File: config.mk
export PLATFORM = sky130hd
export DESIGN_NAME = utf8_stream_scan_decoder_flat
export DESIGN_NICKNAME = d
export VERILOG_FILES = /design/src/rtl/ussd_pkg.sv /design/src/rtl/ussd_byte_if.sv /design/src/rtl/ussd_res_if.sv /design/src/rtl/ussd_core.sv /design/src/rtl/ussd_outbuf.sv /design/src/rtl/utf8_stream_scan_decoder.sv /design/src/flat_wrapper.sv
export SDC_FILE = /design/constraint.sdc
export NUM_CORES = 1
export LEC_CHECK = 0
export ABC_AREA = 1
export BUFFER_PORTS_ARGS = -buffer_cell sky130_fd_sc_hd__buf_4
export CAP_MARGIN = 25
export CORE_UTILIZATION = 35
export CTS_BUF_LIST = sky130_fd_sc_hd__clkbuf_4
export DETAILED_ROUTE_END_ITERATION = 12
export SYNTH_ARGS = -nofsm -noshare
export SYNTH_HDL_FRONTEND = slang
export SYNTH_SLANG_ARGS = --single-unit
File: constraint.sdc
create_clock -name i_clk -period 5.2 [get_ports i_clk]
set_input_delay 1.04 -clock i_clk [delete_from_list [all_inputs] [get_ports i_clk]]
set_output_delay 1.04 -clock i_clk [all_outputs]
set_load 0.02 [all_outputs]
File: src/rtl/ussd_pkg.sv
// Package with the shared types, codes and the lead byte decoder of the UTF-8 scan decoder.
package ussd_pkg;

    localparam logic [1:0] ST_SCAN   = 2'd0;
    localparam logic [1:0] ST_OK     = 2'd1;
    localparam logic [1:0] ST_INSIDE = 2'd2;
    localparam logic [1:0] ST_BAD    = 2'd3;

    localparam logic [1:0] MODE_WHOLE = 2'd0;
    localparam logic [1:0] MODE_BYTE  = 2'd1;
    localparam logic [1:0] MODE_CP    = 2'd2;

    localparam logic CFG_STOP_MODE  = 1'b0;
    localparam logic CFG_STOP_INDEX = 1'b1;

    localparam int CFG_DATA_BITS = 16;

    typedef struct packed {
        logic [30:0] code_point;
        logic        char_done;
        logic [1:0]  status;
        logic [15:0] byte_count;
        logic [15:0] cp_count;
    } t_result;

    typedef struct packed {
        logic       ok;
        logic [2:0] more;
        logic [6:0] payload;
    } t_lead;

    function automatic t_lead lead_decode(input logic [7:0] b);
        t_lead d;
        d = '0;
        d.ok = 1'b1;
        if (b[7] == 1'b0) begin
            d.more    = 3'd0;
            d.payload = b[6:0];
        end else if ((b & 8'hE0) == 8'hC0) begin
            d.more    = 3'd1;
            d.payload = {2'b00, b[4:0]};
        end else if ((b & 8'hF0) == 8'hE0) begin
            d.more    = 3'd2;
            d.payload = {3'b000, b[3:0]};
        end else if ((b & 8'hF8) == 8'hF0) begin
            d.more    = 3'd3;
            d.payload = {4'b0000, b[2:0]};
        end else if ((b & 8'hFC) == 8'hF8) begin
            d.more    = 3'd4;
            d.payload = {5'b00000, b[1:0]};
        end else if ((b & 8'hFE) == 8'hFC) begin
            d.more    = 3'd5;
            d.payload = {6'b000000, b[0]};
        end else begin
            d.ok = 1'b0;
        end
        return d;
    endfunction

endpackage

File: src/rtl/ussd_byte_if.sv
// Channel interface that carries one string byte per word.
interface ussd_byte_if;
    logic       valid;
    logic       ready;
    logic [7:0] byte_req;

    modport source (output valid, output byte_req, input ready);
    modport sink   (input valid, input byte_req, output ready);
endinterface

File: src/rtl/ussd_res_if.sv
// Channel interface that carries one decode result per word.
interface ussd_res_if;
    logic        valid;
    logic        ready;
    logic [30:0] code_point;
    logic        char_done;
    logic [1:0]  status;
    logic [15:0] byte_count;
    logic [15:0] cp_count;

    modport source (output valid, output code_point, output char_done, output status,
                    output byte_count, output cp_count, input ready);
    modport sink   (input valid, input code_point, input char_done, input status,
                    input byte_count, input cp_count, output ready);
endinterface

File: src/rtl/ussd_core.sv
// Decoder state, configuration registers and the per-byte update logic.
module ussd_core #(
    parameter int INDEX_BITS = 16
) (
    input  logic                               i_clk,
    input  logic                               i_rst_n,
    input  logic                               i_cfg_we,
    input  logic                               i_cfg_idx,
    input  logic [ussd_pkg::CFG_DATA_BITS-1:0] i_cfg_data,
    input  logic                               i_step,
    input  logic [7:0]                         i_byte,
    output ussd_pkg::t_result                  o_res
);

    localparam int CMP_BITS = (INDEX_BITS > 16) ? INDEX_BITS : 16;
    localparam logic [INDEX_BITS-1:0] INDEX_MAX = '1;

    logic [1:0]            r_stop_mode;
    logic [15:0]           r_stop_index;
    logic [2:0]            r_bytes_left, n_bytes_left;
    logic [30:0]           r_partial, n_partial;
    logic [INDEX_BITS-1:0] r_byte_pos, n_byte_pos;
    logic [INDEX_BITS-1:0] r_char_pos, n_char_pos;
    logic [INDEX_BITS-1:0] r_saved_bytes, n_saved_bytes;
    logic [INDEX_BITS-1:0] r_saved_chars, n_saved_chars;
    logic                  r_stop_seen, n_stop_seen;
    logic                  r_inside, n_inside;
    logic                  r_finished, n_finished;

    ussd_pkg::t_result res;
    ussd_pkg::t_lead   lead;
    logic [CMP_BITS-1:0] byte_pos_ext;
    logic [CMP_BITS-1:0] char_pos_ext;
    logic [CMP_BITS-1:0] stop_ext;
    logic [INDEX_BITS-1:0] byte_pos_inc;
    logic [INDEX_BITS-1:0] char_pos_inc;

    assign lead         = ussd_pkg::lead_decode(i_byte);
    assign byte_pos_ext = CMP_BITS'(r_byte_pos);
    assign char_pos_ext = CMP_BITS'(r_char_pos);
    assign stop_ext     = CMP_BITS'(r_stop_index);
    assign byte_pos_inc = (r_byte_pos == INDEX_MAX) ? r_byte_pos : r_byte_pos + 1'b1;
    assign char_pos_inc = (r_char_pos == INDEX_MAX) ? r_char_pos : r_char_pos + 1'b1;

    always_comb begin
        n_bytes_left  = r_bytes_left;
        n_partial     = r_partial;
        n_byte_pos    = r_byte_pos;
        n_char_pos    = r_char_pos;
        n_saved_bytes = r_saved_bytes;
        n_saved_chars = r_saved_chars;
        n_stop_seen   = r_stop_seen;
        n_inside      = r_inside;
        n_finished    = r_finished;
        res           = '0;

        if (i_byte == 8'h00) begin
            if (r_finished) begin
                res.status = ussd_pkg::ST_SCAN;
            end else if (r_bytes_left != 3'd0) begin
                res.status = ussd_pkg::ST_BAD;
            end else begin
                res.status     = ussd_pkg::ST_OK;
                res.byte_count = 16'(r_byte_pos);
                res.cp_count   = 16'(r_char_pos);
            end
            n_bytes_left  = '0;
            n_partial     = '0;
            n_byte_pos    = '0;
            n_char_pos    = '0;
            n_saved_bytes = '0;
            n_saved_chars = '0;
            n_stop_seen   = 1'b0;
            n_inside      = 1'b0;
            n_finished    = 1'b0;
        end else if (r_finished) begin
            res = '0;
        end else if (r_bytes_left != 3'd0) begin
            if ((i_byte & 8'hC0) != 8'h80) begin
                n_finished = 1'b1;
                res.status = ussd_pkg::ST_BAD;
            end else begin
                n_partial    = {r_partial[24:0], i_byte[5:0]};
                n_bytes_left = r_bytes_left - 3'd1;
                n_byte_pos   = byte_pos_inc;
                if (r_bytes_left == 3'd1) begin
                    n_char_pos     = char_pos_inc;
                    res.code_point = n_partial;
                    res.char_done  = 1'b1;
                    if (r_stop_seen) begin
                        n_finished     = 1'b1;
                        res.status     = r_inside ? ussd_pkg::ST_INSIDE : ussd_pkg::ST_OK;
                        res.byte_count = 16'(r_saved_bytes);
                        res.cp_count   = 16'(r_saved_chars);
                    end
                end
            end
        end else begin
            if (!r_stop_seen) begin
                if (r_stop_mode == ussd_pkg::MODE_BYTE && byte_pos_ext >= stop_ext) begin
                    n_stop_seen   = 1'b1;
                    n_saved_bytes = r_byte_pos;
                    n_inside      = byte_pos_ext > stop_ext;
                    n_saved_chars = (n_inside && r_char_pos != '0) ?
                                    r_char_pos - 1'b1 : r_char_pos;
                end else if (r_stop_mode == ussd_pkg::MODE_CP && char_pos_ext >= stop_ext) begin
                    n_stop_seen   = 1'b1;
                    n_saved_bytes = r_byte_pos;
                    n_saved_chars = r_char_pos;
                    n_inside      = 1'b0;
                end
            end
            if (!lead.ok) begin
                n_finished = 1'b1;
                res.status = ussd_pkg::ST_BAD;
            end else begin
                n_byte_pos = byte_pos_inc;
                if (lead.more == 3'd0) begin
                    n_char_pos     = char_pos_inc;
                    res.code_point = 31'(lead.payload);
                    res.char_done  = 1'b1;
                    if (n_stop_seen) begin
                        n_finished     = 1'b1;
                        res.status     = n_inside ? ussd_pkg::ST_INSIDE : ussd_pkg::ST_OK;
                        res.byte_count = 16'(n_saved_bytes);
                        res.cp_count   = 16'(n_saved_chars);
                    end
                end else begin
                    n_bytes_left = lead.more;
                    n_partial    = 31'(lead.payload);
                end
            end
        end
    end

    assign o_res = res;

    always_ff @(posedge i_clk) begin
        if (!i_rst_n) begin
            r_stop_mode   <= ussd_pkg::MODE_WHOLE;
            r_stop_index  <= '0;
            r_bytes_left  <= '0;
            r_partial     <= '0;
            r_byte_pos    <= '0;
            r_char_pos    <= '0;
            r_saved_bytes <= '0;
            r_saved_chars <= '0;
            r_stop_seen   <= 1'b0;
            r_inside      <= 1'b0;
            r_finished    <= 1'b0;
        end else begin
            if (i_cfg_we) begin
                if (i_cfg_idx == ussd_pkg::CFG_STOP_MODE) begin
                    r_stop_mode <= i_cfg_data[1:0];
                end else begin
                    r_stop_index <= i_cfg_data;
                end
            end
            if (i_step) begin
                r_bytes_left  <= n_bytes_left;
                r_partial     <= n_partial;
                r_byte_pos    <= n_byte_pos;
                r_char_pos    <= n_char_pos;
                r_saved_bytes <= n_saved_bytes;
                r_saved_chars <= n_saved_chars;
                r_stop_seen   <= n_stop_seen;
                r_inside      <= n_inside;
                r_finished    <= n_finished;
            end
        end
    end

`ifndef SYNTH
    a_nul_clears: assert property (@(posedge i_clk) disable iff (!i_rst_n)
        i_step && i_byte == 8'h00 |=> r_bytes_left == 3'd0 && !r_finished && !r_stop_seen)
        else $error("NUL did not clear the decoder state");

    a_final_holds: assert property (@(posedge i_clk) disable iff (!i_rst_n)
        i_step && r_finished && i_byte != 8'h00 |=> $stable(r_byte_pos) && $stable(r_char_pos))
        else $error("Counts moved after a final status");

    a_final_sets: assert property (@(posedge i_clk) disable iff (!i_rst_n)
        i_step && i_byte != 8'h00 && res.status != ussd_pkg::ST_SCAN |=> r_finished)
        else $error("Final status given without finishing");

    a_inside_stop: assert property (@(posedge i_clk) disable iff (!i_rst_n)
        r_inside |-> r_stop_seen && r_stop_mode == ussd_pkg::MODE_BYTE ||
                     r_inside && r_stop_seen)
        else $error("Inside flag set without a stop");

    a_done_valid: assert property (@(posedge i_clk) disable iff (!i_rst_n)
        i_step && res.char_done |=> r_bytes_left == 3'd0)
        else $error("Character completed with continuation bytes pending");
`endif

endmodule

File: src/rtl/ussd_outbuf.sv
// Output register that holds one result word until the receiver takes it.
module ussd_outbuf (
    input  logic              i_clk,
    input  logic              i_rst_n,
    input  logic              i_load,
    input  ussd_pkg::t_result i_res,
    output logic              o_ready,
    ussd_res_if.source        o_res
);

    logic              r_valid;
    ussd_pkg::t_result r_res;

    assign o_ready = !r_valid || o_res.ready;

    always_ff @(posedge i_clk) begin
        if (!i_rst_n) begin
            r_valid <= 1'b0;
        end else if (i_load) begin
            r_valid <= 1'b1;
        end else if (o_res.ready) begin
            r_valid <= 1'b0;
        end
    end

    always_ff @(posedge i_clk) begin
        if (i_load) begin
            r_res <= i_res;
        end
    end

    assign o_res.valid      = r_valid;
    assign o_res.code_point = r_res.code_point;
    assign o_res.char_done  = r_res.char_done;
    assign o_res.status     = r_res.status;
    assign o_res.byte_count = r_res.byte_count;
    assign o_res.cp_count   = r_res.cp_count;

endmodule

File: src/rtl/utf8_stream_scan_decoder.sv
// Top level of the UTF-8 stream scan decoder.
// The input channel takes one string byte per word; a zero byte ends the string.
// Every accepted byte gives exactly one result word on the output channel: the
// completed code point with char_done, and the status with the byte and code
// point counts once the scan has finished.
// The result of an accepted byte is loaded into the output register as the byte is
// taken. Throughput is one byte per cycle while the receiver does not stall; the
// per-byte update is a single pass of logic from the decoder state to the result register.
// The user must write the stop mode and stop index through the configuration port
// only while no string is in flight; the block does not enforce this. After a final
// status, bytes are ignored up to the NUL, which clears the decoder state.
// Synchronous reset clears the configuration, the decoder state and the valid flag
// of the output register. When the receiver stalls, the result word holds and the
// input stays ready only while the output register is empty or being drained.
module utf8_stream_scan_decoder #(
    parameter int INDEX_BITS = 16
) (
    input  logic                               i_clk,
    input  logic                               i_rst_n,
    input  logic                               i_cfg_we,
    input  logic                               i_cfg_idx,
    input  logic [ussd_pkg::CFG_DATA_BITS-1:0] i_cfg_data,
    ussd_byte_if.sink                          i_byte,
    ussd_res_if.source                         o_res
);

    logic              ready;
    logic              step;
    ussd_pkg::t_result res;

    assign i_byte.ready = ready;
    assign step         = i_byte.valid && ready;

    ussd_core #(
        .INDEX_BITS (INDEX_BITS)
    ) u_core (
        .i_clk      (i_clk),
        .i_rst_n    (i_rst_n),
        .i_cfg_we   (i_cfg_we),
        .i_cfg_idx  (i_cfg_idx),
        .i_cfg_data (i_cfg_data),
        .i_step     (step),
        .i_byte     (i_byte.byte_req),
        .o_res      (res)
    );

    ussd_outbuf u_outbuf (
        .i_clk   (i_clk),
        .i_rst_n (i_rst_n),
        .i_load  (step),
        .i_res   (res),
        .o_ready (ready),
        .o_res   (o_res)
    );

endmodule

File: src/flat_wrapper.sv
// flat-port wrapper written by rule: the top's interface ports become plain ports
module utf8_stream_scan_decoder_flat 
#(
    parameter int INDEX_BITS = 16
)
  (i_clk, i_rst_n, i_cfg_we, i_cfg_idx, i_cfg_data, i_byte_valid, i_byte_byte_req, i_byte_ready, o_res_valid, o_res_code_point, o_res_char_done, o_res_status, o_res_byte_count, o_res_cp_count, o_res_ready);
  ussd_byte_if i_byte_i ();
  ussd_res_if o_res_i ();
  input  logic i_clk;
  input  logic i_rst_n;
  input  logic i_cfg_we;
  input  logic i_cfg_idx;
  input  logic [ussd_pkg::CFG_DATA_BITS-1:0] i_cfg_data;
  input wire logic [$bits(i_byte_i.valid)-1:0] i_byte_valid;
  input wire logic [$bits(i_byte_i.byte_req)-1:0] i_byte_byte_req;
  output wire logic [$bits(i_byte_i.ready)-1:0] i_byte_ready;
  output wire logic [$bits(o_res_i.valid)-1:0] o_res_valid;
  output wire logic [$bits(o_res_i.code_point)-1:0] o_res_code_point;
  output wire logic [$bits(o_res_i.char_done)-1:0] o_res_char_done;
  output wire logic [$bits(o_res_i.status)-1:0] o_res_status;
  output wire logic [$bits(o_res_i.byte_count)-1:0] o_res_byte_count;
  output wire logic [$bits(o_res_i.cp_count)-1:0] o_res_cp_count;
  input wire logic [$bits(o_res_i.ready)-1:0] o_res_ready;
  assign i_byte_i.valid = i_byte_valid;
  assign i_byte_i.byte_req = i_byte_byte_req;
  assign i_byte_ready = i_byte_i.ready;
  assign o_res_valid = o_res_i.valid;
  assign o_res_code_point = o_res_i.code_point;
  assign o_res_char_done = o_res_i.char_done;
  assign o_res_status = o_res_i.status;
  assign o_res_byte_count = o_res_i.byte_count;
  assign o_res_cp_count = o_res_i.cp_count;
  assign o_res_i.ready = o_res_ready;
  utf8_stream_scan_decoder #(.INDEX_BITS(INDEX_BITS)) u_core (.i_clk(i_clk), .i_rst_n(i_rst_n), .i_cfg_we(i_cfg_we), .i_cfg_idx(i_cfg_idx), .i_cfg_data(i_cfg_data), .i_byte(i_byte_i), .o_res(o_res_i));
endmodule
After elaboration in Yosys (flattened, before gate mapping)
Index checks and enable logic that the tools add are counted.
{"block": "word_totals", "out_inout_bits": 68, "in_bits": 30, "elab_cells": 160, "register_bits": 180}
{"block": "op_classes", "n_mux": 99, "n_addsub": 4, "bitwise": 1, "magnitude_cmp": 3, "reduce_logical": 20, "n_eq_ne": 16}
{"cell": "$mux W16", "n": 27}
{"cell": "$mux W32", "n": 5}
{"cell": "$mux W25", "n": 6}
{"cell": "$mux W34", "n": 4}
{"cell": "$mux W66", "n": 2}
{"cell": "$mux W10", "n": 6}
{"cell": "$mux W42", "n": 1}
{"cell": "$mux W1", "n": 35}
{"cell": "$add A16 B1 Y16 const B", "n": 2}
{"cell": "$eq A16 B16 Y1 const B", "n": 2}
{"cell": "$ge A16 B16 Y1", "n": 2}
{"cell": "$mux W3", "n": 6}
{"cell": "$gt A16 B16 Y1", "n": 1}
{"cell": "$reduce_bool A16 Y1", "n": 1}
{"cell": "$sub A16 B1 Y16 const B", "n": 1}
{"cell": "$mux W2", "n": 6}
{"cell": "$reduce_bool A3 Y1", "n": 3}
{"cell": "$logic_not A8 Y1", "n": 1}
{"cell": "$mux W8", "n": 1}
{"cell": "$eq A7 B7 Y1 const B", "n": 1}
{"cell": "$eq A6 B6 Y1 const B", "n": 1}
{"cell": "$ne A3 B3 Y1 const B", "n": 2}
{"cell": "$reduce_and A6 Y1", "n": 1}
{"cell": "$eq A5 B5 Y1 const B", "n": 1}
{"cell": "20 further kinds", "n": 25}

Longest topological paths before layout
{"block": "depth", "ltp_word": 15, "mapped_depth": 22}

Hierarchy
From an unflattened synthesis, not the netlist that was laid out.
{"block": "unflattened", "hier_cells": 1435, "area_unflattened_um2": 10327.4}
{"mod": "ussd_core", "instances": 1, "cells_each": 1361, "area_per_inst_um2": 8291.7, "seq_area_each_um2": 2262.2}
{"mod": "ussd_outbuf", "instances": 1, "cells_each": 72, "area_per_inst_um2": 2028.2, "seq_area_each_um2": 2001.9}
{"mod": "utf8_stream_scan_decoder", "instances": 1, "cells_each": 2, "area_per_inst_um2": 7.5, "seq_area_each_um2": 0.0}

Least setup slack after synthesis
Ideal clock, no wire load.
{"block": "synth_path", "path_type": "input port to flip-flop", "from": "input port o_res_ready", "to": "register u_core.u_core.r_byte_pos[12], in the netlist u_core.u_core.byte_pos_ext[12]", "cell_stages": 13, "arrival_time_ps": 3905, "n_path_buf": 1, "required_time_ps": 5084, "setup_slack_ps": 1180, "path_cell_list": "inv_1 -> nand2_1 -> nand2_1 -> inv_1 -> o21ai_0 -> nand3b_4 -> inv_4 -> nand2_2 -> buf_6 -> nor2_4 -> nand3_1 -> nor2_1 -> nor2_1"}
{"block": "synth_between", "elab_chain_len": 3}
{"element": "from (decl)", "line": "flat_wrapper.sv:23", "source": "input wire logic [$bits(o_res_i.ready)-1:0] o_res_ready;"}
{"element": "$logic_or A1 B1 Y1", "line": "ussd_outbuf.sv:14", "source": "assign o_ready = !r_valid || o_res.ready;"}
{"element": "net i_byte_ready", "line": "flat_wrapper.sv:16", "source": "output wire logic [$bits(i_byte_i.ready)-1:0] i_byte_ready;"}
{"element": "$logic_and A1 B1 Y1", "line": "utf8_stream_scan_decoder.sv:32", "source": "assign step = i_byte.valid && ready;"}
{"element": "net u_core.step", "line": "utf8_stream_scan_decoder.sv:28", "source": "logic step;"}
{"element": "$reduce_and A4 Y1 (no source line)"}
{"element": "to (signal assigned)", "line": "ussd_core.sv:162", "source": "r_byte_pos <= n_byte_pos;"}
{"element": "to (decl)", "line": "ussd_core.sv:22", "source": "logic [INDEX_BITS-1:0] r_byte_pos, n_byte_pos;"}
The timed path passes the listed nets, and every way through them passes these cells.
A chain may end at the register's enable or synchronous reset.

==> impl_metrics.tcl <==
set metrics [dict create \
    status "completed" \
    gr-usage-all-layers_pct 20.7 \
    regArea_um2 4260 \
    min_to "u_core.u_core.r_partial[23]$_SDFFE_PN0P_" \
    synth_async_sr_flop_share_pct 0 \
    syn_avg_cell_area_um2 7.25 \
    crit_buf_inv 1 \
    crit_path_max_incr_delay_ns 0.72 \
    finalSetupTns_ns 0 \
    hp-class "flip-flop to flip-flop" \
    drive_gt1_share_pct 14.3 \
    initial_core_util_pct 35.6 \
    die_y_um 176 \
    crit_top_cell "nand2_1" \
    regToRegSetupSlack_ns 1.62 \
    r2r_cells 18 \
    clk_path_buf_depth 2 \
    multi_input_area_um2 5400 \
    io_pins 98 \
    max_slew_margin_pct 31.9 \
    die_width_um 176 \
    powerDensity_nw_per_um2 314 \
    path_depth 18 \
    cts_buffers 17 \
    cts_tree "yes" \
    num-nets-final 1574 \
    root_buffer "clkbuf_4" \
    wl_per_cell_um 16.4 \
    fin_util_pct 39.9 \
    syn-num-nets 1530 \
    grt_pass1_wl_mm 50.5 \
    max-cap-violations 0 \
    grt_max_degree 78 \
    clk_pin_slew_ns 0.19 \
    ys_ff_latch 180 \
    leakage_nw 4.89 \
    synth_seq_area_share_pct 40.3 \
    first_pass_iters 5 \
    area_growth_pct 11.9 \
    hold_depth 2 \
    clk-insertion-delay-late_ns 0.63 \
    fin_worst_skew_ns 0.0420 \
    drcViolationCount 0 \
    r2r_end "u_core.u_outbuf.o_res.cp_count[9]$_DFFE_PP_" \
    power_w 0.00372 \
    cp_cell_sequence "inv_1 -> ha_1 -> nand2_1 -> nand3_1 -> nand2_1 -> nand2_1 -> nand2_1 -> nand2_1 -> nand2_1 -> nand2_2 -> nand2_4 -> nand3_2 -> nand2_2 -> nor2_4 -> nand3_1 -> nand2_1 -> nand2_1 -> nand2_1" \
    syn_inst 1462 \
    cp-start-kind "flip-flop" \
    die-area_um2 31000 \
    finalSetupViolations 0 \
    fin_cells 1911 \
    grt_antenna_before_repair 1 \
    drt_iter0_markers 793 \
    ys.flop_type "dfxtp_1" \
    crit_required_ns 5.66 \
    cts_resized 0 \
    slowest_stage "nor2_4" \
    grt_pass1_vias 9168 \
    cts.sinks 180 \
    place_congestion 0.927 \
    post-cts-setup-buffers 0 \
    fp-row-count 63 \
    slew_viol_final 0 \
    synth_edf_count 66 \
    fin_crit_sh_pct 68.9 \
    postRouteAntennaNets 0 \
    coreArea_um2 29700 \
    dp_hpwl_mm 21.7 \
    htree_levels 4 \
    path_delay_family "simple AND/OR/NAND/NOR gates" \
    synth_area_um2 10600 \
    grt-ovfl-total 0 \
    ctsHoldBuffers 0 \
    port_buffers 97 \
    num_vias 10048 \
    dp_cells 1876 \
    hold_viol 0 \
    vias_per_cell 5.26 \
    synth_warnings 0 \
    r2r_start "u_core.u_core.char_pos_ext[0]$_SDFFE_PN0P_" \
    fillers 3110 \
    ir_worst_vdd_mv 0.142 \
    worstPathMaxFanout 32 \
    period_minus_slack_ns 3.58 \
    hold_start "u_core.u_core.r_partial[23]$_SDFFE_PN0P_" \
    synth_cell_types 47 \
    max_freq_mhz 279 \
    rsz0062_at_grt "no" \
    endpoint_kind "flip-flop" \
    path_class "flip-flop to flip-flop" \
    arrival_ns 4.04 \
    routed_wl_mm 31.4 \
    worst_pin_slew_ns 1.02 \
]
==> worst max path at each step <==
| stage | start | to | slack [ns] |
|---|---|---|---|
| 6_report | u_core.u_core.char_pos_ext[0]$_SDFFE_PN0P_ | u_core.u_outbuf.o_res.cp_count[9]$_DFFE_PP_ | 1.62 |
| 4_1_cts | u_core.u_core.r_bytes_left[0]$_SDFFE_PN0P_ | u_core.u_core.r_saved_chars[0]$_SDFFE_PN0P_ | 1.63 |
| 5_1_grt | u_core.u_core.char_pos_ext[0]$_SDFFE_PN0P_ | u_core.u_outbuf.o_res.cp_count[9]$_DFFE_PP_ | 1.27 |
| 3_5_place_dp | i_byte_byte_req[7] | u_core.u_outbuf.o_res.code_point[13]$_SDFFCE_PP0P_ | 1.51 |
| 3_3_place_gp | i_byte_byte_req[1] | u_core.u_outbuf.o_res.code_point[10]$_SDFFCE_PP0P_ | 1.59 |
| 2_1_floorplan | o_res_ready | u_core.u_core.byte_pos_ext[12]$_SDFFE_PN0P_ | 1.18 |
==> final cells by class <==
class	instances	share of cell area [%]
Antenna cell	2	0.0422
Timing Repair Buffer	109	6.94
Sequential cell	180	36.0
Inverter	140	4.47
Clock buffer	17	1.08
Multi-Input combinational cell	1058	45.6
Clock inverter	15	1.81
Tap cell	390	4.12
==> cell usage after synthesis (2+ instances only) <==
| cell type | count | area [um2] |
|---|---|---|
| nor2_2 | 8 | 50.1 |
| buf_1 | 6 | 22.5 |
| nand2_4 | 7 | 78.8 |
| xor2_1 | 17 | 149 |
| dfxtp_1 | 114 | 2280 |
| o21ai_0 | 38 | 190 |
| nor2_1 | 117 | 439 |
| nand2_1 | 374 | 1400 |
| nor3_1 | 26 | 130 |
| nor4_2 | 5 | 62.6 |
| or2_2 | 18 | 113 |
| buf_2 | 26 | 130 |
| a21oi_1 | 165 | 826 |
| buf_4 | 7 | 52.6 |
| nand3_1 | 127 | 636 |
| clkbuf_1 | 39 | 146 |
| a211oi_1 | 22 | 165 |
| inv_1 | 118 | 443 |
| edfxtp_1 | 66 | 1980 |
| or2_1 | 4 | 25.0 |
| nor3_2 | 2 | 20.0 |
| nand2_2 | 4 | 25.0 |
| a22oi_1 | 2 | 15.0 |
| clkinv_1 | 4 | 15.0 |
| buf_6 | 6 | 67.6 |
| ha_1 | 38 | 475 |
| xnor2_1 | 2 | 17.5 |
| nor2_4 | 4 | 45.0 |
| o21ai_1 | 28 | 140 |
| nor4_1 | 4 | 25.0 |
| nand4_1 | 33 | 206 |
| inv_2 | 16 | 60.1 |
==> through the flow <==
step | cell area [um2] | setup slack [ns] | hold WS (ns)
2_1_floorplan | 10600 | 1.18 | 0.437
3_3_place_gp | 11500 | 1.59 | 0.457
3_5_place_dp | 11500 | 1.51 | 0.454
4_1_cts | 11800 | 1.63 | 0.479
5_1_grt | 11900 | 1.27 | 0.506
6_report | 11900 | 1.62 | 0.478
==> where the power goes <==
group	total, W	switching [W]	internal (W)
Sequential	0.00168	0.0000697	0.00161
Combinational	0.00112	0.000766	0.000358
Clock	0.000913	0.000660	0.000252
Total	0.00372	0.00150	0.00222
==> state kept, by name (all words and copies together), names as in the netlist <==
name,cells
u_core.u_outbuf.o_res.byte_count,16
u_core.u_outbuf.o_res.char_done,1
u_core.u_core.char_pos_ext,16
u_core.u_outbuf.o_res.cp_count,16
u_core.u_core.r_stop_mode,2
u_core.u_core.r_stop_index,16
u_core.u_core.byte_pos_ext,16
u_core.u_core.r_finished,1
u_core.u_core.r_bytes_left,3
u_core.u_core.r_inside,1
u_core.u_outbuf.o_res.valid,1
u_core.u_core.r_saved_chars,16
u_core.u_outbuf.o_res.code_point,31
u_core.u_core.r_stop_seen,1
u_core.u_core.r_partial,25
u_core.u_core.r_saved_bytes,16
u_core.u_outbuf.o_res.status,2
==> per-layer routing <==
metal	global-route usage [%]	vias to the layer above	share of wire, %
li1	-	4956	-
met1	29.2	4694	47
met2	33.0	370	45
met3	2.78	28	6.4
met4	5.47	0	1.3
met5	0	-	0
==> kinds of logic (layout without fill, tap and decap cells) <==
group	after synthesis	in the layout	share of synthesized area [%]
xor gates and xnor gates	19	19	1.57
and+or+nand+nor	737	737	31.4
buffers and inverters	224	281	8.95
adders and majority gates	38	38	4.49
other	0	2	0
AOI/OAI and AO/OA	264	264	13.4
DFF	180	180	40.3
==> worst register-to-register path: cells and delay by family (launching register included) <==
| kind | cells | cell delay (ns) |
|---|---|---|
| adder cells (fa/ha/maj) | 1 | 0.32 |
| buffers and inverters | 1 | 0.21 |
| flip-flops | 1 | 0.55 |
| AND/OR/NAND/NOR | 16 | 2.36 |
==> cell usage in the layout, fill, tap and decap left out, types with 3 or more instances in the layout <==
cell type	n
nand4_1	33
nor4_2	4
inv_8	3
or2_2	18
inv_1	117
nor2_4	6
inv_2	18
nor3_1	26
nand2_4	7
nor2_2	7
xor2_1	17
a211oi_1	22
o21ai_0	38
or2_1	4
clkinv_8	5
nand2_1	374
nand3_1	127
a21oi_1	165
edfxtp_1	66
nor4_1	4
clkbuf_4	17
nor2_1	116
dfxtp_1	114
inv_12	5
clkinv_1	3
buf_4	108
o21ai_1	28
nand2_2	4
ha_1	38
Power figures use the tool's default switching activity.
